File: src/hsvf_pkg.sv
package hsvf_pkg;

   localparam int PIX_W     = 16;   // rgb565 pixel
   localparam int CH_W      = 8;    // expanded channel, h, s and v
   localparam int DVD_W     = 16;   // divider dividend
   localparam int QUO_W     = 8;    // divider quotient
   localparam int DEG_W     = 9;    // hue in degrees, 0..359
   localparam int HSC_W     = 10;   // (deg*17)>>3, at most 762
   localparam int RSP_W     = 32;   // result beat, padded to bytes
   localparam int RSP_USED  = 1 + 3 * CH_W;
   localparam int CFG_IDX_W = 3;

   localparam int DIV_STAGES_DEF = 4;

   // largest hue a pixel can produce: 359 degrees scaled by 255/360
   localparam logic [CH_W-1:0] HUE_MAX = 8'd254;

   // register indexes
   localparam logic [CFG_IDX_W-1:0] REG_HUE_LOW  = 3'd0;
   localparam logic [CFG_IDX_W-1:0] REG_HUE_HIGH = 3'd1;
   localparam logic [CFG_IDX_W-1:0] REG_SAT_LOW  = 3'd2;
   localparam logic [CFG_IDX_W-1:0] REG_SAT_HIGH = 3'd3;
   localparam logic [CFG_IDX_W-1:0] REG_VAL_LOW  = 3'd4;
   localparam logic [CFG_IDX_W-1:0] REG_VAL_HIGH = 3'd5;

   // which channel holds the maximum (red checked first, then green)
   typedef logic [1:0] hue_case_type;
   localparam hue_case_type HC_RED   = 2'd0;
   localparam hue_case_type HC_GREEN = 2'd1;
   localparam hue_case_type HC_BLUE  = 2'd2;

   // per-pixel context that rides alongside the dividers
   typedef struct packed {
      logic [CH_W-1:0] val;
      hue_case_type    hcase;
      logic            neg;      // hue numerator was negative
      logic            sat_zero; // max is zero
      logic            hue_zero; // max equals min
   } side_type;

   // c*255/31 and c*255/63, truncated, via reciprocal multiply (exact over the range)
   localparam logic [31:0] W5_MUL = 32'd34501755;  // 255 * ceil(2^22/31)
   localparam logic [31:0] W6_MUL = 32'd16977135;  // 255 * ceil(2^22/63)

   function automatic logic [CH_W-1:0] widen5(input logic [4:0] c);
      logic [31:0] prod;
      prod = 32'(c) * W5_MUL;
      return prod[29:22];
   endfunction

   function automatic logic [CH_W-1:0] widen6(input logic [5:0] c);
      logic [31:0] prod;
      prod = 32'(c) * W6_MUL;
      return prod[29:22];
   endfunction

endpackage

File: src/rgb565_hsv_color_range_filter.sv
// channel | dir | beat contents
// --------+-----+-----------------------------------------------------------
// req_    | in  | tdata[15:0] pixel_rgb565
// rsp_    | out | tdata[0] in_range, [8:1] hue, [16:9] saturation, [24:17] brightness
// csr_    | in  | wen/addr/wdata, one 8-bit register per write, no read-back
//
// one beat per clock in and out while rsp_tready is high; the pipe runs through the two
// restoring dividers (saturation and hue), QUO_W/DIV_STAGES bits per stage
// every stage holds a valid bit; a stage loads when it is empty or its successor moves,
// so a stalled rsp_ side stops only the full stages behind it and bubbles squeeze out
// synchronous reset clears the valid bits and returns the registers to full-range bounds
module rgb565_hsv_color_range_filter #(
   parameter int DIV_STAGES = hsvf_pkg::DIV_STAGES_DEF
) (
   input  logic                            clock,
   input  logic                            reset,
   // pixel beats
   input  logic                            req_tvalid,
   output logic                            req_tready,
   input  logic [hsvf_pkg::PIX_W-1:0]      req_tdata,   // [15:0] pixel_rgb565
   // result beats
   output logic                            rsp_tvalid,
   input  logic                            rsp_tready,
   output logic [hsvf_pkg::RSP_W-1:0]      rsp_tdata,   // in_range, hue, saturation, brightness
   // register writes
   input  logic                            csr_wen,
   input  logic [hsvf_pkg::CFG_IDX_W-1:0]  csr_addr,
   input  logic [hsvf_pkg::CH_W-1:0]       csr_wdata
);
   import hsvf_pkg::*;

   // stage positions in the valid vector
   localparam int ST1 = 0;               // expanded channels
   localparam int ST2 = 1;               // max, diff, hue case
   localparam int ST3 = 2;               // dividends
   localparam int DV0 = 3;               // first divider stage
   localparam int ST4 = DV0 + DIV_STAGES; // degrees, saturation
   localparam int ST5 = ST4 + 1;         // degrees * 17 / 8
   localparam int ST6 = ST5 + 1;         // scaled hue
   localparam int ST7 = ST6 + 1;         // output register
   localparam int NST = ST7 + 1;

   localparam logic [DEG_W-1:0] DEG_FULL  = 9'd360;
   localparam logic [DEG_W-1:0] DEG_GREEN = 9'd120;
   localparam logic [DEG_W-1:0] DEG_BLUE  = 9'd240;

   // configuration
   logic [CH_W-1:0] hue_low_ff, hue_high_ff, sat_low_ff, sat_high_ff, val_low_ff, val_high_ff;

   always_ff @(posedge clock) begin
      if (reset) begin
         hue_low_ff  <= '0;
         hue_high_ff <= '1;
         sat_low_ff  <= '0;
         sat_high_ff <= '1;
         val_low_ff  <= '0;
         val_high_ff <= '1;
      end else if (csr_wen) begin
         unique case (csr_addr)
            REG_HUE_LOW:  hue_low_ff  <= csr_wdata;
            REG_HUE_HIGH: hue_high_ff <= csr_wdata;
            REG_SAT_LOW:  sat_low_ff  <= csr_wdata;
            REG_SAT_HIGH: sat_high_ff <= csr_wdata;
            REG_VAL_LOW:  val_low_ff  <= csr_wdata;
            REG_VAL_HIGH: val_high_ff <= csr_wdata;
            default: ;    // unused indexes are dropped
         endcase
      end
   end

   // valid bits and per-stage advance
   logic [NST-1:0] vld_ff;
   logic [NST-1:0] vld_src;
   logic [NST:0]   adv;

   always_comb begin
      adv[NST] = rsp_tready;
      for (int k = NST - 1; k >= 0; k--) begin
         adv[k] = !vld_ff[k] || adv[k+1];
      end
   end

   assign vld_src    = {vld_ff[NST-2:0], req_tvalid};
   assign req_tready = adv[ST1];
   assign rsp_tvalid = vld_ff[ST7];

   always_ff @(posedge clock) begin
      if (reset) begin
         vld_ff <= '0;
      end else begin
         for (int k = 0; k < NST; k++) begin
            if (adv[k]) vld_ff[k] <= vld_src[k];
         end
      end
   end

   // stage 1: expand 5/6-bit channels to 8 bits
   logic [CH_W-1:0] r1_ff, g1_ff, b1_ff;

   always_ff @(posedge clock) begin
      if (adv[ST1]) begin
         r1_ff <= widen5(req_tdata[15:11]);
         g1_ff <= widen6(req_tdata[10:5]);
         b1_ff <= widen5(req_tdata[4:0]);
      end
   end

   // stage 2: max, min, hue case and hue numerator magnitude
   logic [CH_W-1:0] mx2_in, mn2_in, diff2_in, mag2_in, opa2, opb2;
   hue_case_type    hc2_in;
   logic            neg2_in;

   logic [CH_W-1:0] v2_ff, diff2_ff, mag2_ff;
   hue_case_type    hc2_ff;
   logic            neg2_ff;

   always_comb begin
      mx2_in = (r1_ff > g1_ff) ? ((r1_ff > b1_ff) ? r1_ff : b1_ff)
                               : ((g1_ff > b1_ff) ? g1_ff : b1_ff);
      mn2_in = (r1_ff < g1_ff) ? ((r1_ff < b1_ff) ? r1_ff : b1_ff)
                               : ((g1_ff < b1_ff) ? g1_ff : b1_ff);
      diff2_in = mx2_in - mn2_in;
      // ties go to red, then green
      if (mx2_in == r1_ff) begin
         hc2_in = HC_RED;
         opa2   = g1_ff;
         opb2   = b1_ff;
      end else if (mx2_in == g1_ff) begin
         hc2_in = HC_GREEN;
         opa2   = b1_ff;
         opb2   = r1_ff;
      end else begin
         hc2_in = HC_BLUE;
         opa2   = r1_ff;
         opb2   = g1_ff;
      end
      neg2_in = opa2 < opb2;
      mag2_in = neg2_in ? (opb2 - opa2) : (opa2 - opb2);
   end

   always_ff @(posedge clock) begin
      if (adv[ST2]) begin
         v2_ff    <= mx2_in;
         diff2_ff <= diff2_in;
         mag2_ff  <= mag2_in;
         hc2_ff   <= hc2_in;
         neg2_ff  <= neg2_in;
      end
   end

   // stage 3: dividends diff*255 and |num|*60
   logic [DVD_W-1:0] sdvd3_ff, hdvd3_ff;
   logic [CH_W-1:0]  sdvs3_ff, hdvs3_ff;
   side_type         side3_ff;

   always_ff @(posedge clock) begin
      if (adv[ST3]) begin
         sdvd3_ff          <= DVD_W'(diff2_ff) * DVD_W'(255);
         hdvd3_ff          <= DVD_W'(mag2_ff) * DVD_W'(60);
         sdvs3_ff          <= v2_ff;
         hdvs3_ff          <= diff2_ff;
         side3_ff.val      <= v2_ff;
         side3_ff.hcase    <= hc2_ff;
         side3_ff.neg      <= neg2_ff;
         side3_ff.sat_zero <= (v2_ff == '0);
         side3_ff.hue_zero <= (diff2_ff == '0);
      end
   end

   // divider stages: both quotients fit in 8 bits since |num| <= diff <= max
   logic [QUO_W-1:0] sat_quo, hue_quo;

   hsvf_div #(.STAGES(DIV_STAGES)) u_sat_div (
      .clock    (clock),
      .en       (adv[DV0 +: DIV_STAGES]),
      .dividend (sdvd3_ff),
      .divisor  (sdvs3_ff),
      .quotient (sat_quo)
   );

   hsvf_div #(.STAGES(DIV_STAGES)) u_hue_div (
      .clock    (clock),
      .en       (adv[DV0 +: DIV_STAGES]),
      .dividend (hdvd3_ff),
      .divisor  (hdvs3_ff),
      .quotient (hue_quo)
   );

   // context follows the divider stages
   side_type side_ff [DIV_STAGES];

   always_ff @(posedge clock) begin
      for (int j = 0; j < DIV_STAGES; j++) begin
         if (adv[DV0 + j]) begin
            if (j == 0) side_ff[j] <= side3_ff;
            else        side_ff[j] <= side_ff[j-1];
         end
      end
   end

   // stage 4: signed quotient plus sector offset, wrapped into 0..359
   side_type         side4;
   logic [DEG_W-1:0] q4, deg4_in;
   logic [CH_W-1:0]  s4_in;

   logic [DEG_W-1:0] deg4_ff;
   logic [CH_W-1:0]  s4_ff, v4_ff;

   assign side4 = side_ff[DIV_STAGES-1];
   assign q4    = DEG_W'(hue_quo);

   always_comb begin
      unique case (side4.hcase)
         HC_RED: begin
            // a negative zero quotient stays at zero degrees
            if (side4.neg && q4 != '0) deg4_in = DEG_FULL - q4;
            else                       deg4_in = q4;
         end
         HC_GREEN: deg4_in = side4.neg ? (DEG_GREEN - q4) : (DEG_GREEN + q4);
         HC_BLUE:  deg4_in = side4.neg ? (DEG_BLUE - q4) : (DEG_BLUE + q4);
         default:  deg4_in = '0;
      endcase
      if (side4.hue_zero) deg4_in = '0;
      s4_in = side4.sat_zero ? '0 : sat_quo;
   end

   always_ff @(posedge clock) begin
      if (adv[ST4]) begin
         deg4_ff <= deg4_in;
         s4_ff   <= s4_in;
         v4_ff   <= side4.val;
      end
   end

   // stages 5 and 6: deg*255/360 = floor(floor(deg*17/8)/3), the /3 as *683>>11
   logic [12:0]      deg17_5;
   logic [HSC_W-1:0] y5_ff;
   logic [CH_W-1:0]  s5_ff, v5_ff;

   assign deg17_5 = 13'(deg4_ff) * 13'd17;

   always_ff @(posedge clock) begin
      if (adv[ST5]) begin
         y5_ff <= deg17_5[12:3];
         s5_ff <= s4_ff;
         v5_ff <= v4_ff;
      end
   end

   logic [18:0]     y683_6;
   logic [CH_W-1:0] h6_ff, s6_ff, v6_ff;

   assign y683_6 = 19'(y5_ff) * 19'd683;

   always_ff @(posedge clock) begin
      if (adv[ST6]) begin
         h6_ff <= y683_6[18:11];
         s6_ff <= s5_ff;
         v6_ff <= v5_ff;
      end
   end

   // stage 7: range compare into the output register
   logic sv_ok7, hue_ok7;
   logic rng7_ff;
   logic [CH_W-1:0] h7_ff, s7_ff, v7_ff;

   always_comb begin
      sv_ok7 = (s6_ff >= sat_low_ff) && (s6_ff <= sat_high_ff) &&
               (v6_ff >= val_low_ff) && (v6_ff <= val_high_ff);
      // low above high means the hue window wraps through zero
      if (hue_low_ff <= hue_high_ff)
         hue_ok7 = (h6_ff >= hue_low_ff) && (h6_ff <= hue_high_ff);
      else
         hue_ok7 = (h6_ff >= hue_low_ff) || (h6_ff <= hue_high_ff);
   end

   always_ff @(posedge clock) begin
      if (adv[ST7]) begin
         rng7_ff <= sv_ok7 && hue_ok7;
         h7_ff   <= h6_ff;
         s7_ff   <= s6_ff;
         v7_ff   <= v6_ff;
      end
   end

   assign rsp_tdata = {(RSP_W - RSP_USED)'(0), v7_ff, s7_ff, h7_ff, rng7_ff};

   // checks
   a_empty_out_ready: assert property (@(posedge clock) disable iff (reset)
      !rsp_tvalid |-> req_tready)
      else $error("input stalled while output stage is empty");

   a_black_pixel: assert property (@(posedge clock) disable iff (reset)
      rsp_tvalid && v7_ff == '0 |-> h7_ff == '0 && s7_ff == '0)
      else $error("black pixel with nonzero hue or saturation");

   a_gray_pixel: assert property (@(posedge clock) disable iff (reset)
      rsp_tvalid && s7_ff == '0 |-> h7_ff == '0)
      else $error("zero saturation with nonzero hue");

   a_hue_bound: assert property (@(posedge clock) disable iff (reset)
      rsp_tvalid |-> h7_ff <= HUE_MAX)
      else $error("hue beyond largest reachable value");

endmodule

File: src/hsvf_div.sv
module hsvf_div #(
   parameter int STAGES = hsvf_pkg::DIV_STAGES_DEF
) (
   input  logic                         clock,
   input  logic [STAGES-1:0]            en,
   input  logic [hsvf_pkg::DVD_W-1:0]   dividend,
   input  logic [hsvf_pkg::CH_W-1:0]    divisor,
   output logic [hsvf_pkg::QUO_W-1:0]   quotient
);
   import hsvf_pkg::*;

   localparam int STEPS = QUO_W / STAGES;

   logic [DVD_W-1:0] rem_ff [STAGES];
   logic [DVD_W-1:0] rem_in [STAGES];
   logic [CH_W-1:0]  dvs_ff [STAGES];
   logic [CH_W-1:0]  dvs_in [STAGES];
   logic [QUO_W-1:0] quo_ff [STAGES];
   logic [QUO_W-1:0] quo_in [STAGES];

   // restoring division, STEPS quotient bits per stage, msb first
   always_comb begin
      logic [DVD_W-1:0] rem;
      logic [CH_W-1:0]  dvs;
      logic [QUO_W-1:0] quo;
      logic [DVD_W-1:0] trial;
      for (int j = 0; j < STAGES; j++) begin
         if (j == 0) begin
            rem = dividend;
            dvs = divisor;
            quo = '0;
         end else begin
            rem = rem_ff[j-1];
            dvs = dvs_ff[j-1];
            quo = quo_ff[j-1];
         end
         for (int s = 0; s < STEPS; s++) begin
            trial = DVD_W'(dvs) << (QUO_W - 1 - j * STEPS - s);
            if (rem >= trial) begin
               rem = rem - trial;
               quo[QUO_W - 1 - j * STEPS - s] = 1'b1;
            end
         end
         rem_in[j] = rem;
         dvs_in[j] = dvs;
         quo_in[j] = quo;
      end
   end

   always_ff @(posedge clock) begin
      for (int j = 0; j < STAGES; j++) begin
         if (en[j]) begin
            rem_ff[j] <= rem_in[j];
            dvs_ff[j] <= dvs_in[j];
            quo_ff[j] <= quo_in[j];
         end
      end
   end

   assign quotient = quo_ff[STAGES-1];

endmodule

File: config.mk
export PLATFORM = sky130hd
export DESIGN_NAME = rgb565_hsv_color_range_filter
export DESIGN_NICKNAME = d
export VERILOG_FILES = /design/src/hsvf_pkg.sv /design/src/rgb565_hsv_color_range_filter.sv /design/src/hsvf_div.sv
export SDC_FILE = /design/constraint.sdc
export NUM_CORES = 1
export LEC_CHECK = 0
export ABC_CLOCK_PERIOD_IN_PS = 13200
export BUFFER_PORTS_ARGS = -buffer_cell sky130_fd_sc_hd__buf_2
export CAP_MARGIN = 20
export CELL_PAD_IN_SITES_DETAIL_PLACEMENT = 0
export CELL_PAD_IN_SITES_GLOBAL_PLACEMENT = 1
export CORE_MARGIN = 2
export CORE_UTILIZATION = 35
export CTS_BUF_LIST = sky130_fd_sc_hd__clkbuf_4 sky130_fd_sc_hd__clkbuf_8
export DETAILED_ROUTE_END_ITERATION = 8
export PLACE_DENSITY_LB_ADDON = 0.1
export SYNTH_ARGS = -nofsm -noshare
export SYNTH_HDL_FRONTEND = slang
export SYNTH_SLANG_ARGS = --single-unit
File: constraint.sdc
create_clock -name clock -period 13.2 [get_ports clock]
set_input_delay 0.66 -clock clock [delete_from_list [all_inputs] [get_ports clock]]
set_output_delay 0.66 -clock clock [all_outputs]
set_load 0.05 [all_outputs]
# == Word level (Yosys, flattened, before mapping) ==
# Memory sizes are Yosys's and may differ from the RTL's. A register that Yosys moved wholly into a read port is not among the register bits.
# Index checks and enable logic that the tools add are counted.
# Widths: inputs -> output; s select.
# totals
mem_bits_rw,308
inputBits,32
reg_bits,251
word_cells,219
latch_bits,0
romBits,0
n_memories,7
output_inout_bits,34
# classes
multipliers,7
n_eq_ne,9
n_mux,57
bitwise_logic,0
n_div,0
addsub,24
reduce_logical,40
order_cmp,30
shifts,0
# mem_list
memory,depth,word_bits,rd,rd_ports_with_merged_regs,wr,line,source
u_hue_div.rem_ff,4,16,3,0,4,hsvf_div.sv:14,logic [DVD_W-1:0] rem_ff [STAGES];
u_sat_div.rem_ff,4,16,3,0,4,hsvf_div.sv:14,
side_ff,4,13,4,0,4,rgb565_hsv_color_range_filter.sv:190,side_type side_ff [DIV_STAGES];
u_hue_div.dvs_ff,4,8,3,0,4,hsvf_div.sv:16,logic [CH_W-1:0] dvs_ff [STAGES];
u_hue_div.quo_ff,4,8,4,0,4,hsvf_div.sv:18,logic [QUO_W-1:0] quo_ff [STAGES];
u_sat_div.dvs_ff,4,8,3,0,4,hsvf_div.sv:16,
1 more memories,--,--,--,--,--,--,
# op_table
cell,n
$mux 16,16
$mux 8,11
$mul 5x26->30 const B,2
$ge 16x10->1,2
$ge 16x11->1,2
$ge 16x12->1,2
$ge 16x13->1,2
$ge 16x14->1,2
$ge 16x8->1,2
$ge 16x9->1,2
$le 8x8->1,4
$lt 8x8->1,4
$sub 16x10->16,2
$sub 16x11->16,2
$sub 16x12->16,2
$sub 16x13->16,2
$sub 16x14->16,2
$sub 16x8->16,2
$sub 16x9->16,2
$mul 6x25->30 const B,1
$mux 9,3
$pmux 9 s3,1
$mux 1,25
$ge 8x8->1,3
other kinds (30),69

# == Longest topological paths before layout ==
# Gate-level depths: netlist of the first run.
# logic_depth
ltp_word,12
ltp_mapped,25
ltp_nobuf,21

# == Modules after synthesis ==
# Synthesis of the first run repeated with hierarchy kept, for this count alone.
# unflattened
cells_unflattened,3349
hier_area_um2,35790.6
# modules_own_cells
module,n_inst,cells_per_inst,area_each_um2,seq_area_each_um2
rgb565_hsv_color_range_filter,1,2073,22407.7,8718.4
hsvf_div at u_hue_div,1,639,6701.4,2762.6
hsvf_div at u_sat_div,1,637,6681.4,2762.6

# == Worst setup path after synthesis of the first run ==
# No wires, ideal clock.
# synth_timing
kind,reg-to-reg
start,reg vld_ff[10]
end,"reg b1_ff[0], enable pin"
required_ps,12478
n_path_buf,0
slack_ps,7418
setup_ps,722
synth_period_minus_slack_ps,5782
path_stages_with_launch,7
arrival_ps,5060
path_cell_list,dfxtp_1 -> nor2b_1 -> inv_1 -> nor2_1 -> nand3_1 -> nor2_1 -> nand4_1
# synth_via
elab_chain_len,12
# synth_rtl
item,line,source
start: declaration,rgb565_hsv_color_range_filter.sv:72,logic [NST-1:0] vld_ff;
start signal: indexed assignment,rgb565_hsv_color_range_filter.sv:92,if (adv[k]) vld_ff[k] <= vld_src[k];
$logic_not 1->1,rgb565_hsv_color_range_filter.sv:79,adv[k] = !vld_ff[k] || adv[k+1];
$logic_or 1x1->1,rgb565_hsv_color_range_filter.sv:79,
net adv[10],rgb565_hsv_color_range_filter.sv:74,logic [NST:0] adv;
$logic_or 1x1->1 (6 in series),rgb565_hsv_color_range_filter.sv:79,
net adv[4],rgb565_hsv_color_range_filter.sv:74,
$logic_or 1x1->1 (4 in series),rgb565_hsv_color_range_filter.sv:79,
net req_tready,rgb565_hsv_color_range_filter.sv:19,"output logic req_tready,"
end signal: assignment,rgb565_hsv_color_range_filter.sv:104,b1_ff <= widen5(req_tdata[4:0]);
end: declaration,rgb565_hsv_color_range_filter.sv:98,"logic [CH_W-1:0] r1_ff, g1_ff, b1_ff;"
# The timed path passes the listed nets, and every way through them passes these cells.
# A chain may end at the register's enable or synchronous reset.

# == Final worst setup path of the first run ==
# layout_timing
start,reg b1_ff[6]
end,reg mag2_ff[6] (data pin)
# layout_via
elab_chain_len,8
word_cells_on_any_way,15
cone_classes,2 x add/sub; 3 x order compare; 2 x eq/ne; 8 x mux
# layout_rtl
item,line,source
"$gt 8x8->1, on equally long branches","rgb565_hsv_color_range_filter.sv:119, rgb565_hsv_color_range_filter.sv:118",
"$mux 8, on equally long branches","rgb565_hsv_color_range_filter.sv:119, rgb565_hsv_color_range_filter.sv:118",
$mux 8,rgb565_hsv_color_range_filter.sv:118,mx2_in = (r1_ff > g1_ff) ? ((r1_ff > b1_ff) ? r1_ff : b1_ff)
$eq 8x8->1,rgb565_hsv_color_range_filter.sv:128,end else if (mx2_in == g1_ff) begin
$mux 8,rgb565_hsv_color_range_filter.sv:128,
$mux 8,rgb565_hsv_color_range_filter.sv:124,if (mx2_in == r1_ff) begin
$sub 8x8->8 / $lt 8x8->1 (equally long branches),"rgb565_hsv_color_range_filter.sv:138, rgb565_hsv_color_range_filter.sv:137",
$mux 8 (*),rgb565_hsv_color_range_filter.sv:138,mag2_in = neg2_in ? (opb2 - opa2) : (opa2 - opb2);
net mag2_in[6],rgb565_hsv_color_range_filter.sv:109,"logic [CH_W-1:0] mx2_in, mn2_in, diff2_in, mag2_in, opa2, opb2;"
end signal: assignment,rgb565_hsv_color_range_filter.sv:145,mag2_ff <= mag2_in;
end: declaration,rgb565_hsv_color_range_filter.sv:113,"logic [CH_W-1:0] v2_ff, diff2_ff, mag2_ff;"
# Mark *: on every way through the listed nets, which the timed path passes. The rest lies on a longest branch.

==> flow_summary_export.csv, run 1 <==
group,metric,value,unit
placed_design,dp_cells,4574,
run,max_cap_violations,0,
critical_path,rr_startpoint,"b1_ff[6]",
layout,drive_gt1_share,9.06,%
synth,synth_cell_types,97,
synth,yosysWarnings,0,
critical_path,reg2reg_depth,21,
critical_path,critical_path_required,13.62,ns
clocking,clock_insertion_delay_worst_skew,0.71,ns
grt,grt_util_all_layers,15.4,%
synth,synth-main-ff-cell,"edfxtp_1",
floorplan,core_area,98100,sq um
sta,rsz0062_at_grt,"false",
critical_path,endpoint_kind,"register",
clocking,cts-root-buf,"clkbuf_8",
placed_design,place.gp.congestion,0.863,
clocking,h-tree-depth,3,
sta,finalClockSkew,0.0506,ns
routing,wire_per_inst,16.3,um
critical_path,cp-start-kind,"register",
clocking,cts_resized,0,
floorplan,io-pin-count,66,
clocking,postCtsHoldBufs,0,
sta,fin_crit,6.15,ns
placed_design,portBuffers,58,
clocking,post_cts_buffers,0,
critical_path,cp_max_fo,19,
status,outcome,"finished, final reports clean",
synth,avgSynthCellArea,10.5,sq um
sta,fin_tns_setup,0,ns
synth,synthTopCellsByArea,"edfxtp_1 35%, ha_1 18%, fa_1 7.4%",
routing,viasPerCell,4.89,
clocking,clk_pin_slew_worst_paths,0.06,ns
hold_path,hold_path.class,"primary input to register",
routing,firstDrtPassIters,5,
grt,grt_pass1_wl,127,mm
critical_path,critical_path_class,"register to register",
floorplan,die_width,318,um
placed_design,hpwl,61.2,mm
layout,fin_cells,4737,
sta,hold_violations,0,
clocking,cts_tree,"done",
layout,nets,4023,
synth,synth_area,34500,sq um
grt,overflow,0,
routing,drt_iter0_markers,933,
synth,synth-edff-count,402,
sta,slew_headroom,25.9,%
layout,multi_input_area,19200,sq um
sta,timing.fmax,163,MHz
critical_path,cp_data_arrival_time,6.57,ns
routing,ant_nets,0,
synth,synth_top_cell_by_area,"edfxtp_1",
layout,register_area,13300,sq um
sta,drv_slew,0,
synth,synth_seq_cells,461,
routing,wirelength,77.0,mm
sta,worst_slew_pin_slew,1.11,ns
synth,yosysTopAreaCellShare,35.0,%
floorplan,die_h,318,um
critical_path,rr_endpoint,"mag2_ff[6]",
synth,synth_cells,3278,
critical_path,rrSetupSlack,7.05,ns
floorplan,row_count,115,
routing,drc,0,
layout,utilization,38.8,%
synth,ys_seq_area_share,38.4,%
grt,grt_antenna_before_repair,2,
grt,grt_max_degree,63,
critical_path,startpoint,"b1_ff[6]",
critical_path,cp-endpoint,"mag2_ff[6]",
clocking,numCtsBuffers,85,
grt,grt_pass1_vias,24600,
floorplan,die-area,101000,sq um
layout,fillers,9685,
routing,via_count,23200,
floorplan,start_util,35.2,%
sta,post-route-period-util,46.6,%
layout,syn_to_final_growth,10.3,%
clocking,cts.sinks,461,
clocking,cts_buffer_depth,3,
synth,async_flop_share,0,%
sta,finalSetupViolCount,0,
final cells by class:
type	instances	share of cell area, %
timing repair buffer	75	1.27
clock buffer	112	3.69
antenna	6	0.0394
tap	1287	4.23
multi-input combinational	2286	50.4
inverter	467	4.60
sequential	461	34.8
clock inverter	43	0.933
critical path, cell delays in order, from the launching register on:
cell,delay (ns)
edfxtp_1,0.49
inv_1,0.20
ha_1,0.28
a21o_1,0.17
a21oi_1,0.25
nor4b_1,0.41
o21ai_0,0.27
nand2_1,0.15
o21a_1,0.86
mux2i_1,0.28
a21oi_1,0.16
fa_1,0.49
a21o_1,0.18
a211oi_1,0.25
o21ai_0,0.12
o21ai_0,0.08
buf_4,0.23
mux2_2,0.36
o21bai_1,0.17
a211oi_1,0.22
o21ai_0,0.14
xor2_1,0.15
metal layers:
metal / GRT usage [%] / wire [um] / vias up
li1: - / - / 11800
met1: 18.9 / 34600 / 11000
met5: 0 / 0 / -
met3: 2.41 / 2210 / 126
met4: 4.35 / 1870 / 0
met2: 27.9 / 38400 / 292
cells by family after synthesis:
family	count (synthesis)	share of synthesized area (%)
flip-flops	461	38.4
other	1	0.0109
adder cells (fa/ha/maj)	615	25.1
AO/OA/AOI/OAI	634	11.8
buffers and inverters	537	6.04
multiplexers	93	3.01
AND/OR/NAND/NOR	757	11.1
XOR/XNOR	180	4.59
worst min-delay path by stage:
stage | startpoint | end | slack [ns] | cells after the start
after global routing | csr_wdata[5] | sat_low_ff[5] | 0.24 | 3
after detailed placement | s4_ff[3] | s5_ff[3] | 0.40 | 0
after global placement | s4_ff[7] | s5_ff[7] | 0.40 | 0
after CTS | csr_wdata[7] | val_low_ff[7] | 0.20 | 3
final | csr_wdata[7] | val_low_ff[7] | 0.29 | 3
after floorplan | s4_ff[0] | s5_ff[0] | 0.40 | 0
synth_stat cells (all sizes together), types with 33 or more instances:
master / count
xor2: 46
inv: 466
ha: 488
o21ai: 133
nor3: 38
nand2b: 40
nand4: 43
mux2: 58
fa: 127
nor2: 195
nor2b: 56
o21a: 33
nand3: 40
a21oi: 200
edfxtp: 402
clkbuf: 51
nand2: 207
dfxtp: 59
xnor2: 134
a21o: 74
mux2i: 35
sequential cells by signal (all words and copies together), names as in the netlist, 9 cells and up:
signal,cells
deg4_ff,9
u_hue_div.quo_ff,20
u_sat_div.quo_ff,20
side_ff,37
y5_ff,10
hdvd3_ff,12
u_hue_div.rem_ff,42
u_sat_div.dvs_ff,15
sdvd3_ff,16
u_hue_div.dvs_ff,24
u_sat_div.rem_ff,45
side3_ff,13
vld_ff,11
metrics by stage:
step	hold WS, ns	worst slack, ns	area [sq um]
floorplan	0.400	7.42	34500
global placement	0.400	7.18	36200
detailed placement	0.405	7.07	36300
CTS	0.203	7.08	38000
global route	0.239	6.53	38100
finish	0.290	7.05	38100
cell usage in the layout (no fill, tap or decap), types with 22 or more instances in the layout:
cell type,instances
ha_1,488
dfxtp_1,59
nor2b_1,56
edfxtp_1,402
buf_2,58
xor2_1,46
mux2i_1,35
clkbuf_8,90
nand3_1,39
xnor2_1,133
a21oi_1,200
inv_1,463
o21a_1,33
nor2_1,194
fa_1,127
nand2b_1,40
a21o_1,73
clkbuf_4,22
o21ai_0,126
nand4_1,42
nand2_1,205
nor3_1,36
mux2_2,44
Power of run 1 is not shown: default switching activity piles up to over one toggle a cycle in this logic, so the estimate is an artifact.
==> run 2, diff against run 1 <==
ABC_CLOCK_PERIOD_IN_PS = 5500   (was 13200)
clock period = 5.5 ns   (was 13.2 ns; I/O delays follow)
==> run 2 against run 1 <==
  * Worst hold slack worse by 0.19 ns
  * Critical path depth down 1
  * Worst setup slack worse by 6.7 ns
  * Core utilization up 0.74 points
  * Cell count up 1.8%
  * Critical endpoint is now u_sat_div.rem_ff[0][11]
==> flow_summary_export.csv, run 2 (synthesis results as in run 1) <==
group,metric,value,unit
clocking,cts_buffer_depth,3,
critical_path,cp-start-kind,"register",
sta,finalClockSkew,0.0642,ns
grt,grt_max_degree,60,
sta,drv_slew,0,
clocking,clock_insertion_delay_worst_skew,0.72,ns
placed_design,place.gp.congestion,0.859,
clocking,cts-root-buf,"clkbuf_8",
sta,post-route-period-util,94.0,%
grt,grt_antenna_before_repair,2,
layout,utilization,39.6,%
clocking,h-tree-depth,3,
critical_path,cp_data_arrival_time,5.61,ns
floorplan,start_util,35.2,%
floorplan,core_area,98100,sq um
layout,final_cell_mix,"488 x ha_1, 463 x inv_1, 402 x edfxtp_1",
routing,drt_iter0_markers,1049,
routing,ant_nets,0,
placed_design,dp_cells,4640,
layout,drive_gt1_share,10.9,%
sta,timing.fmax,193,MHz
routing,viasPerCell,4.92,
sta,hold_violations,0,
status,outcome,"finished, final reports clean",
critical_path,endpoint_kind,"register",
grt,grt_util_all_layers,15.9,%
sta,rsz0062_at_grt,"false",
grt,grt_pass1_vias,25100,
clocking,clk_pin_slew_worst_paths,0.06,ns
critical_path,critical_path_required,5.94,ns
clocking,numCtsBuffers,89,
routing,drc,0,
routing,firstDrtPassIters,8,
clocking,cts_tree,"done",
layout,regMostFlops,"u_sat_div.rem_ff",
routing,via_count,23700,
run,max_cap_violations,0,
clocking,cts.sinks,461,
sta,slew_headroom,24.0,%
layout,fin_cells,4822,
placed_design,portBuffers,58,
routing,wirelength,79.4,mm
hold_path,hold_path.class,"primary input to register",
sta,fin_tns_setup,0,ns
sta,hold_ws,0.104,ns
grt,grt_pass1_wl,130,mm
layout,syn_to_final_growth,12.5,%
sta,fin_crit,5.17,ns
clocking,post_cts_buffers,0,
critical_path,cp_max_fo,7,
layout,nets,4111,
layout,top_regs,"u_sat_div.rem_ff: 45 flops, u_hue_div.rem_ff: 42 flops, side_ff: 37 flops",
sta,finalSetupViolCount,0,
layout,largest_reg_flops,45,
floorplan,row_count,115,
floorplan,die-area,101000,sq um
floorplan,io-pin-count,66,
placed_design,hpwl,63.3,mm
sta,worst_slew_pin_slew,1.11,ns
floorplan,die_h,318,um
routing,wire_per_inst,16.5,um
layout,layout_commonest_cell,"ha_1",
grt,overflow,0,
critical_path,critical_path_class,"register to register",
floorplan,die_width,318,um
run 2: cell count changes in the layout (fill, tap and decap cells not counted), sizes merged:
cell	before	now
buf	75	140
clkbuf	112	113
clkinv	34	38
clkinvlp	3	4
diode	6	1
dlygate4sd3	0	19
run 2: area by class of cell:
cell class	count	area, sq um
multi-input combinational	2286	19300
clock buffer	113	1420
timing repair buffer	159	1140
tap	1287	1610
inverter	467	1750
fill	9603	59300
clock inverter	48	363
antenna	1	2.50
sequential	461	13300
run 2: worst paths after layout:
kind / from / end / slack [ns] / cells past startpoint
hold reg to reg: side_ff[0][4] / side_ff[1][4] / 0.41 / 0
setup / recovery: side3_ff[6] / u_sat_div.rem_ff[0][11] / 0.33 / 20
setup reg to reg: side3_ff[6] / u_sat_div.rem_ff[0][11] / 0.33 / 20
hold / removal: req_tdata[8] / g1_ff[5] / 0.10 / 2
run 2: layer usage:
| metal | part of all wire, % | vias to the layer above | track usage (%) |
|---|---|---|---|
| met5 | 0 | - | 0 |
| met4 | 2.3 | 0 | 4.83 |
| met3 | 3.1 | 125 | 2.25 |
| met2 | 50 | 345 | 28.6 |
| met1 | 45 | 11300 | 19.6 |
| li1 | - | 12000 | - |
run 2: critical path, stage by stage (launching register included):
cell	delay, ns
edfxtp_1	0.45
inv_1	0.20
ha_1	0.27
nor2b_1	0.13
o21ai_0	0.29
a21oi_1	0.16
o31ai_1	0.28
nand2b_1	0.24
nor2_1	0.15
a21oi_1	0.10
fa_1	0.46
a21o_1	0.18
a21oi_1	0.22
o21ai_0	0.12
a21oi_1	0.25
o21bai_1	0.11
a21oi_1	0.26
o311a_1	0.31
and2_1	0.28
inv_2	0.13
mux2_2	0.31
run 2: through the flow:
stage	instance area, sq um	worst slack [ns]
global route	38800	0.0268
CTS	38700	0.157
global placement	36700	0.249
finish	38800	0.329
floorplan	34500	0.281
detailed placement	36800	0.190
run 2: what timing repair did:
item / in CTS / in global routing
hold buffers: 18 / 1
endpoints found under the setup margin: 0 / 27
resized for setup: 0 / 14
endpoints found under the hold margin: 56 / 6
Power of run 2 is left out for the same reason.
==> run 3, diff against run 2 <==
CAP_MARGIN = unset   (was 20)
CORE_UTILIZATION = 48   (was 35)
SYNTH_HIERARCHICAL = 1   (was unset)
==> run 3 against run 2 <==
  * Critical path depth grew 3
  * Critical endpoint is now mag2_ff[5]
  * Flip-flop and latch count grew 33
  * Largest cell class unchanged
  * Core utilization grew 14 points
  * First-iteration DRC count grew 10%
  * Count of clock-buffer cells in the layout grew 7
  * Critical path type unchanged
==> flow_summary_export.csv, run 3 <==
group,metric,value,unit
grt,grt_util_all_layers,20.3,%
routing,wirelength,77.2,mm
critical_path,startpoint,"r1_ff[1]",
placed_design,place.gp.congestion,0.870,
routing,drc,0,
clocking,cts.sinks,494,
layout,fin_cells,4592,
clocking,cts_tree,"done",
routing,ant_nets,0,
sta,rsz0062_at_grt,"true",
critical_path,critical_path_required,5.92,ns
floorplan,die_width,277,um
layout,utilization,54.0,%
critical_path,cp-start-kind,"register",
floorplan,die_h,277,um
floorplan,io-pin-count,66,
clocking,numCtsBuffers,86,
floorplan,row_count,100,
hold_path,min_from,"req_tdata[10]",
synth,synth-edff-count,435,
routing,via_count,24300,
clocking,clk_pin_slew_worst_paths,0.07,ns
grt,overflow,0,
layout,top_regs,"side_ff: 52 flops, u_hue_div/rem_ff: 48 flops, u_sat_div/rem_ff: 48 flops",
synth,synth_top_cell_by_area,"edfxtp_1",
routing,firstDrtPassIters,5,
layout,nets,4204,
layout,syn_to_final_growth,11.7,%
sta,drv_slew,0,
synth,yosysTopAreaCellShare,36.5,%
placed_design,dp_cells,4402,
clocking,clock_insertion_delay_worst_skew,0.71,ns
synth,synth_seq_cells,494,
sta,fin_crit,5.24,ns
synth,synth_cell_types,102,
sta,post-route-period-util,95.3,%
synth,synthTopCellsByArea,"edfxtp_1 36%, ha_1 17%, fa_1 7.1%",
sta,finalClockSkew,0.0549,ns
critical_path,rr_startpoint,"r1_ff[1]",
synth,yosysWarnings,6,
critical_path,cp_max_fo,7,
sta,slew_headroom,18.5,%
synth,synth_most_common_cell,"ha_1",
routing,wire_per_inst,16.8,um
grt,grt_antenna_before_repair,1,
synth,avgSynthCellArea,10.7,sq um
clocking,cts-root-buf,"clkbuf_8",
layout,stdcell_area,40000,sq um
critical_path,cp_data_arrival_time,5.66,ns
synth,synth_common_cells,"493 x ha_1, 442 x inv_1, 435 x edfxtp_1, 221 x nand2_1, 220 x a21oi_1",
hold_path,hold_path.class,"primary input to register",
routing,drt_iter0_markers,1157,
grt,grt_pass1_vias,25000,
placed_design,portBuffers,58,
synth,synth_cells,3349,
sta,worst_slew_pin_slew,1.22,ns
grt,grt_max_degree,74,
placed_design,hpwl,61.0,mm
layout,final_cell_mix,"491 x ha_1, 435 x inv_1, 435 x edfxtp_1",
sta,hold_violations,0,
clocking,h-tree-depth,3,
synth,async_flop_share,0,%
synth,synth-main-ff-cell,"edfxtp_1",
synth,synth_area,35800,sq um
routing,viasPerCell,5.29,
run,max_cap_violations,0,
floorplan,core_area,74100,sq um
layout,regMostFlops,"side_ff",
sta,finalSetupViolCount,0,
critical_path,endpoint_kind,"register",
floorplan,start_util,48.3,%
grt,grt_pass1_wl,127,mm
layout,layout_commonest_cell,"ha_1",
layout,drive_gt1_share,12.4,%
clocking,cts_buffer_depth,3,
critical_path,critical_path_class,"register to register",
layout,largest_reg_flops,52,
status,outcome,"finished, final reports clean",
sta,timing.fmax,191,MHz
placed_design,placed_area,37600,sq um
synth,ys_seq_area_share,39.8,%
floorplan,die-area,76800,sq um
==> run 3: cell types whose count changed after synthesis, moves of 9 or more <==
cell      before  now
a211oi_1      19   28
inv_1        464  442
nand2_1      207  221
clkbuf_1      51   34
a211o_1       16    7
a21boi_0      18    8
xnor2_1      133  121
a21o_1        73   63
nor3_1        36   64
o21ai_1        6   16
a21oi_1      200  220
edfxtp_1     402  435
nand3b_1      20   30
==> run 3: cell type report <==
| class | count | area (sq um) |
|---|---|---|
| fill | 6515 | 34100 |
| multi-input combinational | 2361 | 19800 |
| sequential | 494 | 14200 |
| inverter | 447 | 1680 |
| clock buffer | 120 | 1450 |
| tap | 969 | 1210 |
| timing repair buffer | 162 | 1120 |
| clock inverter | 38 | 454 |
| antenna | 1 | 2.50 |
==> run 3: path summary, 6_finish.rpt <==
path | to | slack, ns | cells past startpoint
worst min-delay path | g1_ff[7] | 0.06 | 2
worst min register to register | s5_ff[7] | 0.39 | 0
worst max register to register | mag2_ff[5] | 0.26 | 23
worst max-delay path | mag2_ff[5] | 0.26 | 23
==> run 3: stage by stage <==
step	TNS [ns]	setup WS, ns	hold WS, ns
6_report	0	0.259	0.0612
5_1_grt	-0.218	-0.0864	0.0311
3_5_place_dp	0	0.0527	0.405
2_1_floorplan	0	0.264	0.396
3_3_place_gp	0	0.113	0.401
4_1_cts	0	0.0352	0.0130
==> run 3: kinds of logic after synthesis <==
group	share of synthesized area, %
AND/OR/NAND/NOR	11.3
AO/OA/AOI/OAI	11.7
adder cells (fa/ha/maj)	24.3
buffers and inverters	5.64
flip-flops	39.8
XOR/XNOR	4.21
multiplexers	3.00
other	0.0105
==> run 3: routing by layer <==
layer | GRT usage, % | part of all wire (%) | vias to the layer above | wire length [um]
met4 | 6.26 | 2.5 | 0 | 1930
met5 | 0 | 0 | - | 0
met1 | 26.1 | 46 | 11600 | 35300
met2 | 35.4 | 49 | 344 | 37900
li1 | - | - | 12300 | -
met3 | 2.57 | 2.6 | 125 | 1990
==> run 3: critical path, cell delays in order, from the launching register on <==
cell	delay (ns)
edfxtp_1	0.43
buf_4	0.16
ha_1	0.29
nand2_1	0.06
nor3_2	0.18
nor2_1	0.07
a21oi_2	0.28
and2_1	0.20
o32ai_2	0.09
a21oi_4	0.31
buf_6	0.15
mux2_1	0.31
a21o_1	0.22
fa_2	0.38
a21o_1	0.17
a21oi_1	0.14
nor2b_1	0.06
o21ai_1	0.12
a211o_1	0.25
mux2_2	0.38
or2_1	0.27
o311a_1	0.29
o31ai_1	0.09
nor3b_2	0.08
==> run 3: what timing repair did <==
item / in CTS / in global routing
setup buffers: 0 / 20
endpoints found under the hold margin: 51 / 0
endpoints found under the setup margin: 0 / 16
hold buffers: 10 / 0
gates resized for setup: 0 / 50
Power of run 3 is left out for the same reason.
